## src/rtl/bavg_pkg.sv

```systemverilog
// ----------------------------------------------------------------------------
// bavg_pkg
// shared widths, register indexes and the position record of the
// box average downsampler
// ----------------------------------------------------------------------------
package bavg_pkg;

  localparam int PIX_W     = 8;
  localparam int FACTOR_W  = 5;
  localparam int SIDE_W    = 13;
  localparam int LIM_W     = SIDE_W + 1;
  localparam int MAX_SIDE  = 4096;
  localparam int CFG_IDX_W = 2;

  localparam int DEF_MAX_OUT_COLS = 4096;
  localparam int DEF_MAX_FACTOR   = 16;

  typedef enum logic [CFG_IDX_W-1:0] {
    REG_FACTOR  = 2'd0,
    REG_IN_COLS = 2'd1,
    REG_IN_ROWS = 2'd2,
    REG_NONE    = 2'd3
  } cfg_reg_t;

  typedef struct packed {
    logic active;
    logic first;
    logic emit;
    logic row_end;
    logic image_end;
  } pos_info_t;

endpackage

```

## src/rtl/bavg_pos.sv

```systemverilog
// ----------------------------------------------------------------------------
// bavg_pos
// configuration registers and source position tracking: decides per pixel
// whether it lies in a full block, opens or closes a block, ends the image or a row
// ----------------------------------------------------------------------------
module bavg_pos #(
  parameter int MAX_OUT_COLS = bavg_pkg::DEF_MAX_OUT_COLS,
  parameter int MAX_FACTOR   = bavg_pkg::DEF_MAX_FACTOR
) (
  input  logic                              clk,
  input  logic                              rst,
  input  logic                              cfg_wr,
  input  logic [bavg_pkg::CFG_IDX_W-1:0]    cfg_index,
  input  logic [bavg_pkg::SIDE_W-1:0]       cfg_data,
  input  logic                              step,
  output logic [bavg_pkg::FACTOR_W-1:0]     factor,
  output bavg_pkg::pos_info_t               info,
  output logic [$clog2(MAX_OUT_COLS)-1:0]   addr
);

  import bavg_pkg::*;

  localparam int AW = $clog2(MAX_OUT_COLS);

  logic [SIDE_W-1:0]   cols;
  logic [SIDE_W-1:0]   rows;
  logic [SIDE_W-1:0]   src_col;
  logic [SIDE_W-1:0]   src_row;
  logic [SIDE_W-1:0]   out_col;
  logic [FACTOR_W-1:0] phase_col;
  logic [FACTOR_W-1:0] phase_row;
  logic [LIM_W-1:0]    col_lim;
  logic [LIM_W-1:0]    row_lim;

  logic [FACTOR_W-1:0] factor_wr;
  logic [SIDE_W-1:0]   side_wr;
  logic [FACTOR_W-1:0] factor_next;
  logic [FACTOR_W-1:0] phase_col_inc;
  logic [LIM_W-1:0]    col_lim_step;
  logic [LIM_W-1:0]    row_lim_step;
  logic                valid_index;

  always_comb begin
    if (cfg_data[FACTOR_W-1:0] == '0) begin
      factor_wr = FACTOR_W'(1);
    end else if (32'(cfg_data[FACTOR_W-1:0]) > MAX_FACTOR) begin
      factor_wr = FACTOR_W'(MAX_FACTOR);
    end else begin
      factor_wr = cfg_data[FACTOR_W-1:0];
    end
    if (cfg_data == '0) begin
      side_wr = SIDE_W'(1);
    end else if (32'(cfg_data) > MAX_SIDE) begin
      side_wr = SIDE_W'(MAX_SIDE);
    end else begin
      side_wr = cfg_data;
    end
  end

  assign valid_index = (cfg_index == REG_FACTOR) || (cfg_index == REG_IN_COLS)
                    || (cfg_index == REG_IN_ROWS);
  assign factor_next = (cfg_index == REG_FACTOR) ? factor_wr : factor;

  assign phase_col_inc = phase_col + FACTOR_W'(1);
  assign col_lim_step  = col_lim + LIM_W'(factor);
  assign row_lim_step  = row_lim + LIM_W'(factor);

  always_comb begin
    info.active    = (32'(out_col) < MAX_OUT_COLS) && (col_lim <= LIM_W'(cols))
                  && (row_lim <= LIM_W'(rows));
    info.first     = (phase_col == '0) && (phase_row == '0);
    info.emit      = (phase_col == factor - FACTOR_W'(1))
                  && (phase_row == factor - FACTOR_W'(1));
    info.row_end   = (32'(out_col) == MAX_OUT_COLS - 1) || (col_lim_step > LIM_W'(cols));
    info.image_end = info.row_end && (row_lim_step > LIM_W'(rows));
  end

  assign addr = AW'(out_col);

  always_ff @(posedge clk) begin
    if (rst) begin
      factor    <= FACTOR_W'(1);
      cols      <= SIDE_W'(1);
      rows      <= SIDE_W'(1);
      src_col   <= '0;
      src_row   <= '0;
      out_col   <= '0;
      phase_col <= '0;
      phase_row <= '0;
      col_lim   <= LIM_W'(1);
      row_lim   <= LIM_W'(1);
    end else if (cfg_wr && valid_index) begin
      unique case (cfg_index)
        REG_FACTOR:  factor <= factor_wr;
        REG_IN_COLS: cols   <= side_wr;
        REG_IN_ROWS: rows   <= side_wr;
        default: ;
      endcase
      src_col   <= '0;
      src_row   <= '0;
      out_col   <= '0;
      phase_col <= '0;
      phase_row <= '0;
      col_lim   <= LIM_W'(factor_next);
      row_lim   <= LIM_W'(factor_next);
    end else if (step) begin
      if (src_col >= cols - SIDE_W'(1)) begin
        src_col   <= '0;
        out_col   <= '0;
        phase_col <= '0;
        col_lim   <= LIM_W'(factor);
        if (src_row >= rows - SIDE_W'(1)) begin
          src_row   <= '0;
          phase_row <= '0;
          row_lim   <= LIM_W'(factor);
        end else begin
          src_row <= src_row + SIDE_W'(1);
          if (phase_row >= factor - FACTOR_W'(1)) begin
            phase_row <= '0;
            row_lim   <= row_lim_step;
          end else begin
            phase_row <= phase_row + FACTOR_W'(1);
          end
        end
      end else begin
        src_col <= src_col + SIDE_W'(1);
        if (phase_col_inc >= factor) begin
          phase_col <= '0;
          if (32'(out_col) < MAX_SIDE) begin
            out_col <= out_col + SIDE_W'(1);
            col_lim <= col_lim_step;
          end
        end else begin
          phase_col <= phase_col_inc;
        end
      end
    end
  end

endmodule

```

## config.mk

```make
export PLATFORM = sky130hd
export DESIGN_NAME = bavg_pos
export DESIGN_NICKNAME = d
export VERILOG_FILES = /design/src/rtl/bavg_pkg.sv /design/src/rtl/bavg_pos.sv
export SDC_FILE = /design/constraint.sdc
export NUM_CORES = 1
export LEC_CHECK = 0
export BUFFER_PORTS_ARGS = -buffer_cell sky130_fd_sc_hd__buf_2
export CORE_UTILIZATION = 55
export DETAILED_ROUTE_END_ITERATION = 8
export PLACE_DENSITY = 0.73
export SYNTH_ARGS = -nofsm -noshare
export SYNTH_HDL_FRONTEND = slang
export SYNTH_SLANG_ARGS = --single-unit
export TNS_END_PERCENT = 30
```

## constraint.sdc

```tcl
create_clock -name clk -period 5.53 [get_ports clk]
set_clock_uncertainty 0.1 [all_clocks]
set_input_delay 1.3825 -clock clk [delete_from_list [all_inputs] [get_ports clk]]
set_output_delay 1.3825 -clock clk [all_outputs]
set_load 0.1 [all_outputs]
```

## Yosys cells after proc, flatten, opt, wreduce, memory -nomap -nowiden

Cells that the tools add are included.
Widths: inputs -> output; s select.

- $add $sub $neg: 10
- $lt $le $gt $ge: 11
- Equality and inequality tests: 5
- Muxes and demuxes: 24
- Reductions and logical operators: 30

Operator list:

| operator | count |
|---|---|
| $mux 13 | 7 |
| $mux 14 | 5 |
| $mux 5 | 12 |
| $add 13x1->13 const B | 3 |
| $add 14x5->14 | 2 |
| $gt 14x13->1 | 2 |
| $le 14x13->1 | 2 |
| $ge 13x13->1 | 2 |
| $sub 13x1->13 const B | 2 |
| $logic_not 5->1 | 3 |
| $eq 13x12->1 const B | 1 |
| $gt 13x13->1 const B | 1 |
| $logic_not 13->1 | 1 |
| $lt 13x13->1 const B | 1 |
| $reduce_and 3->1 | 4 |
| $add 5x1->5 const B | 2 |
| $eq 5x5->1 | 2 |
| $ge 5x5->1 | 2 |
| $reduce_bool 2->1 | 5 |
| $reduce_bool 3->1 | 3 |
| $logic_and 1x1->1 | 6 |
| $reduce_and 2->1 | 3 |
| $gt 5x5->1 const B | 1 |
| $sub 5x1->5 const B | 1 |
| 5 further kinds | 7 |

- Bits in registers: 108
- Input bits: 19
- Word-level logic and storage cells: 92

## Depth between registers and ports, before layout

- Depth in word-level cells: 7
- Gate-level depth with buffers: 16

## Worst setup path before layout

Ideal clock, no wire load.

- Path type: register to output
- From: register factor[1] in the netlist's numbering
- To: output info[0] in the netlist's numbering
- Data arrival time: 6529 ps
- Setup slack: -2482 ps
- Cell stages (with the launch flop): 16
- Path buffers: 0
- Cell sequence: dfxtp_1 -> ha_1 -> a21o_1 -> a21oi_1 -> o21bai_1 -> a21oi_2 -> nor3_1 -> or2_2 -> ha_1 -> a21oi_1 -> nor2b_1 -> o21ai_0 -> a21oi_1 -> o41ai_1 -> o211ai_1 -> a21boi_0

RTL lines:

| item | RTL line | source |
|---|---|---|
| start, declared | bavg_pos.sv:16 | `output logic [bavg_pkg::FACTOR_W-1:0] factor,` |
| start signal, assigned | bavg_pos.sv:94 | `REG_FACTOR: factor <= factor_wr;` |
| end, declared | bavg_pos.sv:17 | `output bavg_pkg::pos_info_t info,` |

==> impl_results.md <==
* Die Area at 0.0154 mm^2
* Synth Area in XOR/XNOR at 8.22%
* Skew-Pair Late Insertion Delay at 0.36 ns
* Number of synthesized flops with an enable pin at 0
* Type of origin of the critical path: flop
* Simple-gate portion of the synthesized area at 23.4%
* PnR worst setup slack at 0.126 ns
* Initial DRC Count at 583
* Data arrival time of the worst path at 3.92 ns
* Fin. Hold Viols at 0
* Cell Area, Synth at 0.00820 mm^2
* Yosys cell types at 75
* HP Start: rows[10]$_SDFFE_PP0P_
* Max Transition Viols Final at 0
* Synth top area cells: dfxtp_1 26%, ha_1 16%, a21oi_1 5.7%, xnor2_1 4.9%, nand2_1 4.7%
* Leakage at 3.61 nW
* Largest net degree at the start of global routing at 39
* Final wirelength at 20,900 um
* Hold path endpoint: rows[10]$_SDFFE_PP0P_
* Post-Synth Adder-Cell Area at 17.0%
* I/O pin count at 41
* H-tree depth at 3
* Std cell rows at 44
* Global Route Usage Sum at 28.4%
* Status: completed
* Max Freq at 185 MHz
* Crit end category: output port
* N_diodes at 0
* CTS Buf Count at 9
* Clk network pwr share at 31.3%
* Initial core utilization at 56.4%
* Yosys reg bits at 108
* GPL Wtd Cong at 0.978
* Period utilization at 97.7%
* DRT Pass-1 Iters at 5
* Vias per cell at 6.02
* Worst slew pin tran at 0.839 ns
* Avg WL per Cell at 17.1 um
* FF-to-FF setup slack at 1.38 ns
* Switch share at 36.1%
* Logic pwr share at 30.1%
* CTS tree: built
* Pint at 1.36 mW
* Port bufs at 40
* Final TNS setup at 0 ns
* Largest family of logic cells by synthesized area: simple AND/OR/NAND/NOR gates
* Sw Pwr at 0.766 mW
* Global-route wire length before repair at 34,000 um
* Primary FF master, synth: dfxtp_1
* Post-DP HPWL at 15,800 um
* Cells after Synth at 1,023
* Flop pwr share at 38.5%
* Maximum vdd ir drop at 0.145 mV
* PD cells at 240 mW/mm^2
* Worst r2r src: rows[2]$_SDFFE_PP0P_
* Register area share after synthesis at 26.4%
* Final setup fails at 0
* CTS Buffer Depth at 2
* CP Class: reg -> out
* CTS clk-pin slew, worst paths at 0.07 ns
* DR vias at 7,355
* Hold path cells at 2
* FF-to-FF End: row_lim[8]$_SDFFE_PP0P_
* Warnings, synthesis at 0
* Cell taking the most area after synthesis: dfxtp_1
* Multiplexer area fraction after synthesis at 0.747%
* DP Worst Slack at 0.500 ns
* Syn nets at 1,152
* Slew headroom at 44.1%
* # clock sinks at 108
* Max-cap violations at 0
* DRC errors left at 0
* Min Tclk post-route at 5.40 ns
* Post-synth top area share at 26.4%
* Die width at 124 um
* R2R depth at 11
* Initial antenna violation count at 0
* Hold Path Class: reg -> reg
* Core area at 0.0145 mm^2
* Worst-path maximum fanout at 6
* Root Driver: clkbuf_16
* Nets at 1,162
* Compound-cell area share of the yosys netlist at 18.6%
* Die height at 124 um
* Mean Syn Cell Area at 8.02 um^2
* CP Data Required Time at 4.05 ns
* Async S/R FF share, synth at 0%
* GR Overflow Total at 0
* Vias in the first global route at 6,744
* Share of cells above drive strength 1 at 10.3%
* Post-synth top cells: 108 x dfxtp_1, 108 x ha_1, 103 x nand2_1
* DRT antenna net count at 0
* Area growth syn-to-layout at 7.86%
* RSZ-0062 raised after global routing: false
## worst max-delay path, stage by stage, from the launching register on
cell      delay [ns]
dfxtp_4         0.38
ha_4            0.17
fa_2            0.38
a21oi_2         0.14
o21bai_1        0.13
a21oi_2         0.31
nor3b_1         0.11
xor2_1          0.17
ha_1            0.31
nor2b_1         0.13
o21ai_0         0.14
a21oi_1         0.09
o41ai_1         0.36
o211ai_1        0.30
a21boi_0        0.20
buf_4           0.25
## per-stage QoR
stage                     hold slack [ns]  std cells  area, um^2  total power [mW]  utilization, %
after global routing                0.407       1222        8850              2.22            60.9
after detailed placement            0.369       1204        8530              1.46            58.7
after CTS                           0.379       1220        8830              2.12            60.8
final                               0.369       1222        8850              2.12            60.9
after floorplan                     0.336       1023        8320              1.33               -
after global placement              0.358       1204        8530              1.46            58.7
## sequential cells by signal, indices dropped and copies added (netlist names)
register and flops:
src_col 13, src_row 13, out_col 13, col_lim 14, phase_row 5, rows 13
phase_col 5, factor 5, row_lim 14, cols 13
## layout make-up
| cell class | instances | area, um^2 |
|---|---|---|
| repair buffers | 48 | 263 |
| multi-input cells | 812 | 5670 |
| fillers | 1351 | 5690 |
| well taps | 184 | 230 |
| clock buffers | 13 | 282 |
| inverters | 54 | 203 |
| clock inverters | 3 | 17.5 |
| flip-flops and latches | 108 | 2180 |
## cells in the final DEF (no fill, tap or decap), types with 13 or more instances in the layout
cell type  netlist  layout
a21o_1          17      17
a21oi_1         94      91
and3_1          13      13
buf_2            7      39
dfxtp_1        108     103
ha_1           108     103
inv_1           54      54
nand2_1        103     103
nand3_1         38      38
nand4_1         18      18
nor2_1          89      89
nor2b_1         21      21
nor3_1          21      19
o21ai_0         43      43
xnor2_1         46      46
xor2_1          31      31
## timing repair
action                                  in CTS  in global routing
endpoints found under the setup margin       0                  1
hold buffers                                 0                  0
gates resized for setup                      0                  2
setup buffers                                0                  2
## metal layers
metal	vias to the layer above	global-route usage, %	wire (um)
met2	230	42.3	8820
met4	0	7.44	259
met3	16	4.44	1350
met5	-	0	0
li1	3658	-	-
met1	3451	42.0	10400
## power groups by stage
stage                     Clock (mW)  Sequential [mW]  Combinational (mW)
final                          0.665            0.818               0.640
after global routing           0.706            0.821               0.693
after CTS                      0.668            0.817               0.630
after detailed placement           0            0.836               0.627
after global placement             0            0.835               0.622
after floorplan                    0            0.838               0.489
## how the worst max path moves through the flow
stage	startpoint	to	depth (start not counted)
after global routing	factor[0]$_SDFFE_PP1P_	info[0]	15
after CTS	factor[0]$_SDFFE_PP1P_	info[0]	15
after global placement	col_lim[1]$_SDFFE_PP0P_	info[0]	16
final	factor[0]$_SDFFE_PP1P_	info[0]	15
after floorplan	factor[0]$_SDFFE_PP1P_	info[0]	14
after detailed placement	factor[0]$_SDFFE_PP1P_	info[0]	15
## cells by family (layout without fill, tap and decap cells)
family,count (synthesis),in the layout
AND/OR/NAND/NOR,378,378
adder cells (fa/ha/maj),110,110
AO/OA/AOI/OAI,241,241
XOR/XNOR,77,77
multiplexers,6,6
flip-flops,108,108
buffers and inverters,103,118
No activity file was read; power rests on OpenSTA's default activity.
