File: config.mk
export PLATFORM = sky130hd
export DESIGN_NAME = bavg_div
export DESIGN_NICKNAME = d
export VERILOG_FILES = /design/src/rtl/bavg_pkg.sv /design/src/rtl/bavg_div.sv
export SDC_FILE = /design/constraint.sdc
export NUM_CORES = 1
export LEC_CHECK = 0
export ABC_AREA = 0
export BUFFER_PORTS_ARGS = -buffer_cell sky130_fd_sc_hd__buf_2
export CAP_MARGIN = 5
export CORE_MARGIN = 5
export CORE_UTILIZATION = 55
export CTS_CLUSTER_SIZE = 12
export DETAILED_ROUTE_END_ITERATION = 10
export PLACE_DENSITY_LB_ADDON = 0.25
export RECOVER_POWER = 50
export SLEW_MARGIN = 10
export SYNTH_ARGS = -nofsm -noshare
export SYNTH_HDL_FRONTEND = slang
export SYNTH_SLANG_ARGS = --single-unit
File: constraint.sdc
create_clock -name clk -period 5 [get_ports clk]
set_clock_uncertainty 0.1 [all_clocks]
set_input_delay 0.75 -clock clk [delete_from_list [all_inputs] [get_ports clk]]
set_output_delay 0.75 -clock clk [all_outputs]
set_load 0.02 [all_outputs]
File: src/rtl/bavg_pkg.sv
// ----------------------------------------------------------------------------
// bavg_pkg
// shared widths, register indexes and the position record of the
// box average downsampler
// ----------------------------------------------------------------------------
package bavg_pkg;

  localparam int PIX_W     = 8;
  localparam int FACTOR_W  = 5;
  localparam int SIDE_W    = 13;
  localparam int LIM_W     = SIDE_W + 1;
  localparam int MAX_SIDE  = 4096;
  localparam int CFG_IDX_W = 2;

  localparam int DEF_MAX_OUT_COLS = 4096;
  localparam int DEF_MAX_FACTOR   = 16;

  typedef enum logic [CFG_IDX_W-1:0] {
    REG_FACTOR  = 2'd0,
    REG_IN_COLS = 2'd1,
    REG_IN_ROWS = 2'd2,
    REG_NONE    = 2'd3
  } cfg_reg_t;

  typedef struct packed {
    logic active;
    logic first;
    logic emit;
    logic row_end;
    logic image_end;
  } pos_info_t;

endpackage

File: src/rtl/bavg_div.sv
// ----------------------------------------------------------------------------
// bavg_div
// rounded block mean, (2*sum + n) / (2*n) with n = factor squared, by
// restoring division one quotient bit per cycle
// ----------------------------------------------------------------------------
module bavg_div #(
  parameter int SUM_W = 16
) (
  input  logic                          clk,
  input  logic                          rst,
  input  logic                          start,
  input  logic [SUM_W-1:0]              sum,
  input  logic [bavg_pkg::FACTOR_W-1:0] factor,
  input  logic                          take,
  output logic                          busy,
  output logic                          valid,
  output logic [bavg_pkg::PIX_W-1:0]    quot
);

  import bavg_pkg::*;

  localparam int DW = SUM_W + 2;
  localparam int CW = $clog2(PIX_W);

  logic [2*FACTOR_W-1:0] n;
  logic [DW-1:0]         rem;
  logic [DW-1:0]         dsh;
  logic [CW-1:0]         cnt;
  logic                  fits;

  assign n    = factor * factor;
  assign fits = rem >= dsh;

  always_ff @(posedge clk) begin
    if (rst) begin
      busy  <= 1'b0;
      valid <= 1'b0;
    end else if (start) begin
      busy  <= 1'b1;
      valid <= 1'b0;
    end else if (busy) begin
      if (cnt == CW'(PIX_W - 1)) begin
        busy  <= 1'b0;
        valid <= 1'b1;
      end
    end else if (take) begin
      valid <= 1'b0;
    end
  end

  always_ff @(posedge clk) begin
    if (start) begin
      rem  <= {1'b0, sum, 1'b0} + DW'(n);
      dsh  <= DW'(n) << PIX_W;
      cnt  <= '0;
      quot <= '0;
    end else if (busy) begin
      if (fits) begin
        rem <= rem - dsh;
      end
      quot <= {quot[PIX_W-2:0], fits};
      dsh  <= dsh >> 1;
      cnt  <= cnt + CW'(1);
    end
  end

endmodule

# [After elaboration in Yosys (flattened, before gate mapping)]
# Index checks and enable logic that the tools add are counted.
[classes] addsub=3 multipliers=1 magnitude_cmp=1 eq_ne=2 mux=11 n_reduce_logical=6
[ops] op="$mux W18" n=5
[ops] op="$add A17 B10 Y18" n=1
[ops] op="$ge A18 B18 Y1" n=1
[ops] op="$sub A18 B18 Y18" n=1
[ops] op="$mul A5 B5 Y10" n=1
[ops] op="$mux W1" n=6
[ops] op="$reduce_bool A2 Y1" n=3
[ops] op="$reduce_and A2 Y1" n=2
[ops] op="$add A3 B1 Y3 const B" n=1
[ops] op="$eq A3 B3 Y1 const B" n=1
[ops] op="$ne A2 B1 Y1 const B" n=1
[ops] op="$reduce_or A2 Y1" n=1
[word_totals] reg_bits=49 output_inout_bits=10

# [Logic depth before layout (Yosys ltp)]
# Gate-level depths: netlist of run 1.
[logic_depth] depth_word=4 depth_mapped=18 ltp_nobuf=18

# [Worst setup path before layout of run 1]
# OpenSTA, ideal clock, no wires.
[synth_path] path_kind="input -> register" startpoint="in factor[0] (netlist name)" endpoint="reg rem[15], data pin" arrival_time_ns=4.522 required_time_ns=4.641 slack_ns=0.119 path_stages=16 n_path_buf=0 cell_sequence="nand2_1 > fa_1 > fa_1 > fa_1 > inv_1 > ha_1 > a21oi_1 > o2111ai_1 > a21oi_1 > xor2_1 > ha_1 > a21o_1 > a41oi_2 > nand2b_1 > xnor2_1 > a211o_1"
[synth_between] elab_chain_cells=3
[synth_rtl] element="start, declared" line_no="bavg_div.sv:13" source="input logic [bavg_pkg::FACTOR_W-1:0] factor,"
[synth_rtl] element="$mul A5 B5 Y10" line_no="bavg_div.sv:31" source="assign n = factor * factor;"
[synth_rtl] element="$add A17 B10 Y18" line_no="bavg_div.sv:53" source="rem <= {1'b0, sum, 1'b0} + DW'(n);"
[synth_rtl] element="$mux W18" line_no="bavg_div.sv:52" source="if (start) begin"
[synth_rtl] element="end signal, assigned" line_no="bavg_div.sv:53"
[synth_rtl] element="end signal, assigned" line_no="bavg_div.sv:59" source="rem <= rem - dsh;"
[synth_rtl] element="end, declared" line_no="bavg_div.sv:26" source="logic [DW-1:0] rem;"
# Every way passes these cells.
# A chain may end at the register's enable or synchronous reset.

# [Final worst setup path of run 1]
[layout_path] startpoint="in factor[1] (netlist name)" endpoint="reg rem[15], data pin"
# Same word-level chain as after synthesis.

==> flow_summary.json, run 1 <==
{
  "gp_congestion": 0.890,
  "crit_type": "in -> reg",
  "via_count": 3075,
  "cts-root-buf": "clkbuf_8",
  "numCtsBuffers": 5,
  "power.density_nw_per_um2": 450,
  "p_sw_frac": 0.410,
  "final_common_cell": "ha_1",
  "clockBufferDepth": 2,
  "num_io_pins": 35,
  "outcome": "finished, violations left",
  "maxCapViolCount": 2,
  "critical-path-max-stage-delay_ps": 540,
  "core_sq_um": 6760,
  "cpMaxStageDelayCell": "fa_1",
  "tightestPinTransition_ps": 1770,
  "internal-power_mw": 1.15,
  "wire_per_inst_microns": 14.6,
  "finalCritPeriodShare": 0.954,
  "critPathBufInv": 2,
  "grt_pass1_wl_microns": 13400,
  "avgSynthCellArea_sq_um": 9.31,
  "synth_top_cell_by_area": "edfxtp_1",
  "hp-class": "reg -> reg",
  "worst_ep_arrival_time_ps": 4750,
  "min_from": "valid",
  "setup_violations": 0,
  "setup_tns_ps": 0,
  "cts_tree": "built",
  "cp-start-kind": "input pin",
  "ys_seq_elements": 49,
  "drt_first_iter_violations": 187,
  "antenna_cells": 0,
  "synth.area.top_cells": "edfxtp_1 22%, ha_1 13%, dfxtp_1 11%",
  "violations": "capacitance limit, slew limit",
  "drive_gt1_frac": 0.159,
  "relSlewSlack": -0.179,
  "syn_nets": 475,
  "chipHeight_microns": 92.9,
  "ant_nets": 0,
  "syn_to_final_growth_pct": 14.4,
  "critPathRequiredTime_ps": 4980,
  "clk_pin_slew_ps": 100,
  "port_buffers": 34,
  "cp-end-kind": "register",
  "vias_per_cell": 5.64,
  "routed_wl_microns": 7960,
  "p_switching_uw": 799,
  "p_clk_frac": 0.131,
  "antenna_found_initial": 0,
  "die_w_microns": 92.9,
  "drcViolationCount": 0,
  "slew_violations": 75,
  "ys_seq_area_frac": 0.334,
  "fmax_ghz": 0.210,
  "timing.hold.ws_ps": 393,
  "max-vdd-ir-drop_mv": 0.182,
  "final_cell_mix": "38 x ha_1, 32 x nand2_1, 31 x inv_1",
  "rr_startpoint": "rem[0]",
  "crit_top_cell": "fa_1",
  "grt_usage": 0.194,
  "floorplan.rows": 30,
  "synth_edf_count": 28,
  "p_total_mw": 1.95,
  "hpwl_microns": 6210,
  "async_flop_share": 0,
  "min_period_ps": 4770,
  "htreeDepth": 2,
  "overflow": 0,
  "grt_max_degree": 44,
  "combinationalPowerShare": 0.571,
  "yosysWarnings": 0,
  "synth_ff_type": "edfxtp_1",
  "path_max_fanout": 3,
  "syn-cell-area_sq_um": 3780,
  "synth_top_area_frac": 0.222,
  "path_cells": "buf_2 -> nand2_1 -> fa_1 -> fa_1 -> fa_1 -> inv_1 -> ha_1 -> a21oi_2 -> o2111ai_1 -> a21oi_1 -> xor2_1 -> ha_1 -> a21o_1 -> a41oi_2 -> nand2b_4 -> xnor2_1 -> a211o_1",
  "crit_path_start": "factor[1]",
  "synth.distinct_cells": 48,
  "cts_sinks": 49,
  "dieArea_sq_um": 8630,
  "pwr-share-seq": 0.298,
  "clock_latency_ps": 320,
  "finalHoldViolCount": 0,
  "leakagePower_nw": 1.92,
  "drtPass1Iterations": 4,
  "nets": 533,
  "syn_inst": 406,
  "grt_pass1_vias": 2812,
  "crit_family": "adder cells",
  "initial_core_util": 0.560,
  "fillCellCount": 592
}
area by class of cell:
cell class / instances / area, sq um / area share
repair buffers: 62 / 362 / 0.0836
well taps: 80 / 100 / 0.0231
flip-flops and latches: 49 / 1260 / 0.291
multi-input cells: 315 / 2390 / 0.553
inverters: 31 / 116 / 0.0269
clock inverters: 3 / 23.8 / 0.00549
clock buffers: 5 / 68.8 / 0.0159
timing repair:
item,CTS,global route
buffers inserted,0,1
hold endpoints to repair,0,0
hold buffers,0,0
endpoints found under the setup margin,0,7
resized for setup,0,9
logic make-up after synthesis:
kind of cell	count (synthesis)	share of synthesized area
AO/OA/AOI/OAI	100	0.180
XOR/XNOR	31	0.0718
adder cells (fa/ha/maj)	44	0.158
buffers and inverters	42	0.0420
flip-flops	49	0.334
multiplexers	24	0.0635
AND/OR/NAND/NOR	116	0.152
synth_stat cells (2+ instances only):
master     n
a31oi_1    4
nor2b_1   10
nand2_1   32
clkbuf_1   9
edfxtp_1  28
o21ai_1    2
and2_1     7
xnor2_1   18
a211oi_1   4
o31ai_1    2
dfxtp_1   21
o21ai_0   22
a311oi_1   3
nor3_1     6
nand4_1    4
nor2_1    27
a22o_1     5
a41oi_2    2
a21o_1    11
nand3_1    8
fa_1       6
o21bai_1   4
a21oi_1   23
inv_1     31
xor2_1    13
o211ai_1   5
mux2i_1   24
nand2b_1  10
or2_2      2
o21a_1     2
ha_1      38
and3_1     5
a211o_1    3
worst paths after layout:
kind,end,cells past startpoint,slack [ps]
max,rem[15],17,230
min,valid,2,390
max reg2reg,rem[3],10,1720
min reg2reg,valid,2,390
sequential cells by signal, indices dropped and copies added (netlist names):
register,cells
cnt,3
rem,18
valid,1
dsh,18
quot,8
busy,1
power by group through the flow:
stage	clock (mW)	combinational [mW]	sequential, mW
after floorplan	0	0.813	0.583
after global placement	0	1.06	0.587
after detailed placement	0	1.08	0.589
after CTS	0.260	1.09	0.580
after global routing	0.274	1.24	0.588
final	0.255	1.11	0.581
worst register-to-register path: stages (launching register included):
cell,delay [ps]
edfxtp_1,330
inv_1,40
ha_1,210
fa_1,410
nor2b_1,200
o31ai_2,110
nand2_1,140
a221o_1,210
a41oi_2,140
o21ai_1,770
buf_4,330
per-stage QoR:
step                      utilization  cell area, sq um  cells  worst slack, ps
after global placement          0.623              4210    536            -94.2
after global routing            0.640              4330    545            -6.24
after detailed placement        0.623              4210    536             -196
after CTS                       0.637              4300    544              152
final                           0.640              4330    545              229
after floorplan                     -              3780    406              119
routing by layer:
layer	GRT usage	vias up	wire length (microns)
li1	-	1572	-
met1	0.270	1440	3770
met2	0.308	56	3720
met3	0.0390	7	356
met4	0.0525	0	99
met5	0	-	0
No activity file was read; power rests on OpenSTA's default activity.
==> inputs of run 2 (changes only) <==
Settings changed: GPL_TIMING_DRIVEN set to 0.
==> run 2 against run 1 <==
The run now ends clean. Sequential share of layout area increased by 0.56 points. Count of clock-buffer cells in the layout increased by 2. Flip-flop and latch count unchanged. Power decreased by 0.52%. Setup slack got worse by 51 ps. Design area decreased by 1.9%. Cell count decreased by 2.0%. Sequential power about the same. Highest routed layer unchanged. Routed wire length increased by 10%. Maximum frequency decreased by 1.1%. Critical path type unchanged. Register-to-register slack improved by 360 ps. Die area unchanged.
==> flow_summary.json, run 2 (synthesis gave the netlist of run 1 again) <==
{
  "chipHeight_microns": 92.9,
  "slew_violations": 0,
  "nets": 522,
  "overflow": 0,
  "syn_to_final_growth_pct": 12.3,
  "clockBufferDepth": 2,
  "fmax_ghz": 0.207,
  "via_count": 3147,
  "crit_top_cell": "fa_1",
  "clock_latency_ps": 310,
  "vias_per_cell": 5.89,
  "clk_pin_slew_ps": 100,
  "p_total_mw": 1.94,
  "cts_tree": "built",
  "max-vdd-ir-drop_mv": 0.226,
  "gp_congestion": 0.898,
  "numCtsBuffers": 5,
  "highest_layer": "met4",
  "wire_per_inst_microns": 16.4,
  "routed_wl_microns": 8780,
  "drcViolationCount": 0,
  "setup_violations": 0,
  "wl_met3_microns": 538,
  "hp-class": "reg -> reg",
  "min_period_ps": 4820,
  "placed_cells": 520,
  "grt_pass1_vias": 3090,
  "maxCapViolCount": 0,
  "outcome": "completed",
  "cts_hold_buf": 0,
  "setup_tns_ps": 0,
  "met1_length_microns": 3830,
  "grt_max_degree": 15,
  "die_w_microns": 92.9,
  "hpwl_microns": 6710,
  "largestRegisters": "dsh (18), rem (18), quot (8)",
  "drt_first_iter_violations": 150,
  "place_area_sq_um": 4060,
  "floorplan.rows": 30,
  "finalCritPeriodShare": 0.965,
  "initial_core_util": 0.560,
  "antenna_cells": 0,
  "path_cells": "buf_2 -> nand2_2 -> fa_1 -> fa_1 -> fa_1 -> inv_1 -> ha_4 -> a21o_1 -> a21oi_2 -> o21bai_1 -> a21oi_1 -> xnor2_1 -> ha_2 -> o21ai_0 -> nand2b_1 -> o31a_1 -> nand3_1 -> mux2i_1 -> a211oi_1",
  "tightestPinTransition_ps": 773,
  "port_buffers": 33,
  "crit_type": "in -> reg",
  "antenna_found_initial": 0,
  "drive_gt1_frac": 0.121,
  "cts-root-buf": "clkbuf_8",
  "num_io_pins": 35,
  "final_common_cell": "ha_1",
  "drtPass1Iterations": 4,
  "cp-end-kind": "register",
  "final_cell_mix": "36 x ha_1, 31 x inv_1, 30 x nand2_1",
  "timing.hold.ws_ps": 410,
  "critical-path-max-stage-delay_ps": 540,
  "worst_ep_arrival_time_ps": 4780,
  "wl_met2_microns": 4320,
  "grt_usage": 0.211,
  "fin_cells": 534,
  "power.density_nw_per_um2": 456,
  "dieArea_sq_um": 8630,
  "critPathRequiredTime_ps": 4950,
  "htreeDepth": 2,
  "cp-start-kind": "input pin",
  "cpMaxStageDelayCell": "fa_1",
  "cts_sinks": 49,
  "core_sq_um": 6760,
  "ant_nets": 0,
  "finalHoldViolCount": 0,
  "path_max_fanout": 8,
  "fin_area_sq_um": 4250,
  "leakagePower_nw": 1.83,
  "grt_pass1_wl_microns": 14500,
  "relSlewSlack": 0.485
}
==> run 2: cell count changes in the layout (fill, tap and decap cells not counted), moves of 2 or more <==
cell / change
buf_4: -20
inv_4: -2
nand2_2: +2
clkbuf_1: +10
ha_1: -2
nand2_1: -2
==> run 2: worst max-delay path, delay by kind of cell <==
family / cells / cell delay [ps]
AOI/OAI and AO/OA: 7 / 1000
adders and majority gates: 5 / 2080
and+or+nand+nor: 3 / 310
xor gates and xnor gates: 1 / 170
muxes: 1 / 240
buffers and inverters: 2 / 220
==> run 2: layout make-up <==
cell class                      instances  area [sq um]
Clock buffer                            7          97.6
Clock inverter                          1          3.75
Inverter                               31           116
Timing Repair Buffer                   40           209
Fill cell                             587          2510
Multi-Input combinational cell        315          2410
Tap cell                               80           100
Buffer                                 11          42.5
Sequential cell                        49          1260
==> run 2: what timing repair did <==
action,4_1_cts,5_1_grt
resized for setup,4,8
pin swaps,5,8
gates cloned,0,0
setup endpoints to repair,7,8
setup buffers,4,2
==> run 2: power by group <==
part	switching (mW)	internal [mW]
combinational	0.631	0.461
sequential	0.0327	0.547
clock	0.137	0.128
==> run 2: worst paths after layout <==
path	slack, ps	end	depth (start not counted)	start
max	180	rem[12]	19	factor[0]
min	410	cnt[1]	2	cnt[1]
max reg2reg	2080	rem[1]	9	dsh[11]
min reg2reg	410	cnt[1]	2	cnt[1]
==> run 2: stage by stage <==
stage           util  setup slack (ps)
2_1_floorplan      -               119
3_3_place_gp   0.599              -406
3_5_place_dp   0.601              -476
4_1_cts        0.623            0.0338
5_1_grt        0.628             -3.01
6_report       0.628               177
==> run 2: per-layer routing <==
| layer | track usage | vias up |
|---|---|---|
| li1 | - | 1551 |
| met1 | 0.266 | 1502 |
| met2 | 0.368 | 84 |
| met3 | 0.0431 | 10 |
| met4 | 0.0537 | 0 |
| met5 | 0 | - |
